<file path="src/rtl/arxprg_pkg.sv">
`timescale 1ns / 1ps
// Package for the ARX pool random generator.
// Holds action codes, pool reset constants and channel payload types.
package arxprg_pkg;

  localparam int unsigned PoolWords = 20;

  typedef enum logic [2:0] {
    ACT_SEED  = 3'd0,
    ACT_RAW   = 3'd1,
    ACT_BOUND = 3'd2,
    ACT_RANGE = 3'd3,
    ACT_FILL  = 3'd4
  } action_e;

  typedef struct packed {
    logic [2:0]         action;
    logic [63:0]        seed_value;
    logic               overwrite;
    logic [31:0]        bound;
    logic signed [31:0] range_low;
    logic signed [31:0] range_high;
    logic [6:0]         block_bytes;
  } in_item_t;

  typedef struct packed {
    logic [31:0] word;
    logic        last;
  } out_item_t;

  localparam logic [63:0] SmGamma = 64'h9e3779b97f4a7c15;
  localparam logic [63:0] SmMul1  = 64'hbf58476d1ce4e5b9;
  localparam logic [63:0] SmMul2  = 64'h94d049bb133111eb;

  function automatic logic [31:0] pool_reset(input logic [4:0] idx);
    logic [31:0] r;
    case (idx)
      5'd0:  r = 32'h243f6a88;
      5'd1:  r = 32'h85a308d3;
      5'd2:  r = 32'h13198a2e;
      5'd3:  r = 32'h03707344;
      5'd4:  r = 32'ha4093822;
      5'd5:  r = 32'h299f31d0;
      5'd6:  r = 32'h082efa98;
      5'd7:  r = 32'hec4e6c89;
      5'd8:  r = 32'h452821e6;
      5'd9:  r = 32'h38d01377;
      5'd10: r = 32'hbe5466cf;
      5'd11: r = 32'h34e90c6c;
      5'd12: r = 32'hc0ac29b7;
      5'd13: r = 32'hc97c50dd;
      5'd14: r = 32'h3f84d5b5;
      5'd15: r = 32'hb5470917;
      5'd16: r = 32'h9216d5d9;
      5'd17: r = 32'h8979fb1b;
      5'd18: r = 32'hd1310ba6;
      5'd19: r = 32'h98dfb5ac;
      default: r = 32'h0;
    endcase
    return r;
  endfunction

  function automatic logic [31:0] rotl(input logic [31:0] v, input int unsigned n);
    return (v << n) | (v >> (32 - n));
  endfunction

endpackage

</file>
<file path="src/rtl/arxprg_qr_unit.sv">
`timescale 1ns / 1ps
// Shared ChaCha quarter-round unit: one half quarter round per call.
// Depends on arxprg_pkg for the rotate helper.
module arxprg_qr_unit (
  input  logic        half_i,
  input  logic [31:0] a_i,
  input  logic [31:0] b_i,
  input  logic [31:0] c_i,
  input  logic [31:0] d_i,
  output logic [31:0] a_o,
  output logic [31:0] b_o,
  output logic [31:0] c_o,
  output logic [31:0] d_o
);
  import arxprg_pkg::*;

  logic [31:0] a1, d1, c1;

  always_comb begin
    a1  = a_i + b_i;
    d1  = half_i ? rotl(d_i ^ a1, 8) : rotl(d_i ^ a1, 16);
    c1  = c_i + d1;
    a_o = a1;
    d_o = d1;
    c_o = c1;
    b_o = half_i ? rotl(b_i ^ c1, 7) : rotl(b_i ^ c1, 12);
  end
endmodule

</file>
<file path="config.mk">
export PLATFORM = sky130hd
export DESIGN_NAME = arxprg_qr_unit
export DESIGN_NICKNAME = d
export VERILOG_FILES = /design/src/rtl/arxprg_pkg.sv /design/src/rtl/arxprg_qr_unit.sv
export SDC_FILE = /design/constraint.sdc
export NUM_CORES = 1
export LEC_CHECK = 0
export BUFFER_PORTS_ARGS = -buffer_cell sky130_fd_sc_hd__buf_4
export CAP_MARGIN = 0
export CORE_ASPECT_RATIO = 2
export CORE_MARGIN = 1
export CORE_UTILIZATION = 47
export DETAILED_ROUTE_END_ITERATION = 8
export PLACE_DENSITY = 0.91
export SETUP_SLACK_MARGIN = 0.3
export SYNTH_ARGS = -nofsm -noshare
export SYNTH_HDL_FRONTEND = slang
export SYNTH_SLANG_ARGS = --single-unit
</file>
<file path="constraint.sdc">
create_clock -name vclk -period 6.36
set_input_delay 0.636 -clock vclk [all_inputs]
set_output_delay 0.636 -clock vclk [all_outputs]
set_load 0.02 [all_outputs]
</file>
==> qor.txt, run 1 <==
First-pass GRT wire length: 63.8 mm
Port Buffers: 257
Yosys warnings: 0
Hold Buf Count CTS: 0
Die H: 141 um
Placer Congestion: 1.04
Syn_area_per_cell: 7.20 um2
Outcome: aborted with a tool error
Cell Area, Synth: 0.00456 mm2
FP Rows: 50
Yosys top cell by area: ha_1
Starting Density: 48.6%
Worst slack after detailed placement: -0.443 ns
Sequential share of the synthesized area: 0%
Yosys cell types: 61
Vias in the first global route: 9,701
Die W: 71.7 um
Total congestion overflow: 252
Num ports: 257
Top-area cell type share of the netlist area: 17.0%
Error: [ERROR GRT-0116] Global routing finished with congestion. Check the congestion regions in the DRC Viewer.
Syn_nets: 827
Largest net degree at the start of global routing: 41
DP HPWL: 21.9 mm
Post-synthesis cell count: 634
Synth area leaders: ha_1 (17%), xnor2_1 (11%), xor2_1 (11%), a21oi_1 (8.0%), nor2_1 (7.2%)
Placed cell count: 1,123
Last stage: 5_1_grt
Global Route Usage Sum: 82.7%
[synth_stat cells, drive strengths merged, types with 3 or more instances]
cell type	number
a21bo	3
xnor2	58
o2111ai	3
nand4	7
o21ai	22
o211ai	5
and2	3
o21bai	5
a21oi	73
nand2b	9
xor2	56
mux2i	19
xnor3	8
a211oi	6
nor2	88
inv	17
a21o	35
nor3	6
and3	12
nand2	38
a31oi	4
ha	62
nand3	16
buf	3
clkbuf	18
o21a	11
nor2b	6
[cells by family after synthesis]
kind of cell,synth area share (%)
compound gates,27.4
xor+xnor,27.0
fa+ha+maj,17.9
buf+inv,3.12
mux,4.66
simple gates,19.9
[timing repair]
item,4_1_cts
endpoints found under the setup margin,46
pin swaps,69
buffers inserted,34
gates resized for setup,107
[metal layers]
layer / track usage [%] / GRT overflow
met1: 76.3 / 2
met2: 104 / 145
met3: 62.8 / 6
met4: 97.8 / 99
met5: 8.99 / 0
[through the flow]
stage                     area [um2]  util (%)
after CTS                       8730      93.0
after global placement          7870      83.9
after detailed placement        7870      83.9
after floorplan                 4770         -
==> inputs of run 2 (changes only) <==
--- a/config.mk
+++ b/config.mk
@@ -7,12 +7,10 @@
 export LEC_CHECK = 0
 export BUFFER_PORTS_ARGS = -buffer_cell sky130_fd_sc_hd__buf_4
 export CAP_MARGIN = 0
-export CORE_ASPECT_RATIO = 2
 export CORE_MARGIN = 1
-export CORE_UTILIZATION = 47
+export CORE_UTILIZATION = 40
 export DETAILED_ROUTE_END_ITERATION = 8
-export PLACE_DENSITY = 0.91
-export SETUP_SLACK_MARGIN = 0.3
+export PLACE_DENSITY_LB_ADDON = 0.15
 export SYNTH_ARGS = -nofsm -noshare
 export SYNTH_HDL_FRONTEND = slang
 export SYNTH_SLANG_ARGS = --single-unit
==> qor.txt, run 2 <==
Outcome: completed
Cell Area, Synth: 0.00456 mm2 (unchanged)
Fillers: 747
Max-slew violation count: 0
Syn_area_per_cell: 7.20 um2 (unchanged)
Nets: 1,269
Largest net degree at the start of global routing: 64
Final Hold Fails: 0
FP Rows: 38 (-24%)
Final Critical Period: 6.31 ns
Num ports: 257 (unchanged)
Sequential share of the synthesized area: 0% (unchanged)
Delay of the slowest critical-path stage: 0.40 ns
Syn_nets: 827 (unchanged)
Area of the multi-input gates: 0.00519 mm2
Critical Path RT: 5.72 ns
Post-synthesis cell count: 634 (unchanged)
Yosys top cell by area: ha_1
Residual DRC: 0
PD cells: 353 mW/mm2
CP max FO: 5
Synth area leaders: ha_1 (17%), xnor2_1 (11%), xor2_1 (11%), a21oi_1 (8.0%), nor2_1 (7.2%)
Antenna Nets Post-Route: 0
Leakage: 0.00461 uW
Avg WL per Cell: 20.6 um
Yosys cell types: 61 (unchanged)
Vias in the first global route: 6,548
ANT cells: 0
CP max stage cell: or4_1
Total congestion overflow: 0
First-pass GRT wire length: 34.4 mm
Top-area cell type share of the netlist area: 17.0% (unchanged)
Fin crit share: 99.2%
CP Cell Sequence: buf_4, ha_4, a21o_1, a32oi_2, a21bo_2, a21o_1, o21ai_4, o31a_1, o211a_1, xnor2_1, buf_4, o21ai_4, ha_4, a21o_1, a21o_1, a221oi_2, nand2b_4, nand2_1, a41o_1, or4_1, a31o_2, xnor2_2, mux2i_1, buf_4
Placed cell count: 1,182 (+5.3%)
Area of the core: 0.0110 mm2
Max rail drop VDD: 0.000307 V
Most numerous cell in the Yosys netlist: nor2_1
Kind of critical path: in -> out
Starting Density: 41.6% (-7.1 points)
RSZ-0062 raised after global routing: true
Crit. End Element: primary output
Commonest non-fill, non-tap cell in the layout: buf_4
Max cap viols: 0
DRT Pass-1 Iters: 5
Clock Buffer Count: 0
Global Route Usage Sum: 38.4%
DP HPWL: 20.0 mm (-8.8%)
Slew headroom: 44.6%
Crit-path most repeated cell: a21o_1
Final setup margin: 0.0482 ns
Critical Path AT: 5.68 ns
Area grow syn2layout: 95.6%
Hold slack final: 1.61 ns
Hold Path Class: in -> out
Seq Cell Count: 0
Worst slack after detailed placement: -0.486 ns (-0.0432 ns)
Die Area: 0.0118 mm2
Post-Route WL: 25.0 mm
Buf+Inv Stages, Crit Path: 3
Worst Max-Slew Pin Slew: 0.831 ns
Port Buffers: 257 (unchanged)
Share of layout cells above drive strength 1: 54.1%
Via count: 6,971
Initial antenna violation count: 0
Setup violations, final: 0
Yosys warnings: 0 (unchanged)
Placer Congestion: 1.04 (-0.35%)
Fmax: 0.158 GHz
Storage cell area: 0 um2
Die W: 109 um (+52%)
DRT iter0 DRCs: 627
CP top delay family: compound AO/OA/AOI/OAI gates
Post-synth top cells: nor2_1 (88), a21oi_1 (73), ha_1 (62), xnor2_1 (57), xor2_1 (56)
Routed vias/inst: 5.74
CP startpoint kind: primary input
Most frequent cells in the layout: buf_4 (454), nor2_1 (87), a21oi_1 (52)
Die H: 109 um (-23%)
Non-Filler Instances: 1,214
## run 2: cell counts after synthesis
No cell type changed its count.
## run 2: path summary, 6_finish.rpt
| kind | startpoint | endpoint | cells past startpoint |
|---|---|---|---|
| worst max-delay path | a_i[6] | b_o[5] | 24 |
| worst min-delay path | b_i[0] | a_o[0] | 3 |
## run 2: metal layers
| layer | routed length, um | GRT usage, % | vias up |
|---|---|---|---|
| met5 | 0 | 0 | - |
| li1 | - | - | 3175 |
| met1 | 9780 | 48.4 | 3249 |
| met2 | 11600 | 64.5 | 466 |
| met4 | 1050 | 14.1 | 0 |
| met3 | 2530 | 7.53 | 81 |
## run 2: tightest hold or removal path: cells and delay by family
kind	cells	cell delay (ns)
fa+ha+maj	1	0.13
buf+inv	2	0.21
## run 2: timing repair
item,CTS,global route
hold buffers,0,0
resized for setup,52,82
endpoints found under the setup margin,34,35
pin swaps,36,71
buffers inserted,14,20
## run 2: per-stage QoR
step / setup TNS (ns) / utilization [%] / total power, uW / cell area [um2]
3_3_place_gp: -3.63 / 72.1 / 2770 / 7920
3_5_place_dp: -8.78 / 72.1 / 2790 / 7920
6_report: 0 / 81.3 / 3150 / 8930
2_1_floorplan: 0 / - / 1430 / 4600
4_1_cts: -0.00802 / 75.3 / 2900 / 8280
5_1_grt: -1.08 / 81.3 / 3300 / 8930
## run 2: report_power, final
group	switching (uW)	total (uW)	internal [uW]
sequential	0	0	0
combinational	1690	3150	1460
clock	0	0	0
total	1690	3150	1460
## run 2: kinds of logic (layout without fill, tap and decap cells)
family	count (synthesis)	count (layout)	share of synthesized area [%]
AO/OA/AOI/OAI	191	191	27.4
XOR/XNOR	124	124	27.0
adder cells (fa/ha/maj)	64	64	17.9
buffers and inverters	38	478	3.12
multiplexers	21	21	4.66
AND/OR/NAND/NOR	196	196	19.9
## run 2: layout make-up
cell class                 count  share of cell area (%)
timing repair buffer         461                    39.1
inverter                      17                   0.715
tap                          140                    1.96
multi-input combinational    596                    58.2
Note: power is estimated with default switching activity, not from simulation.
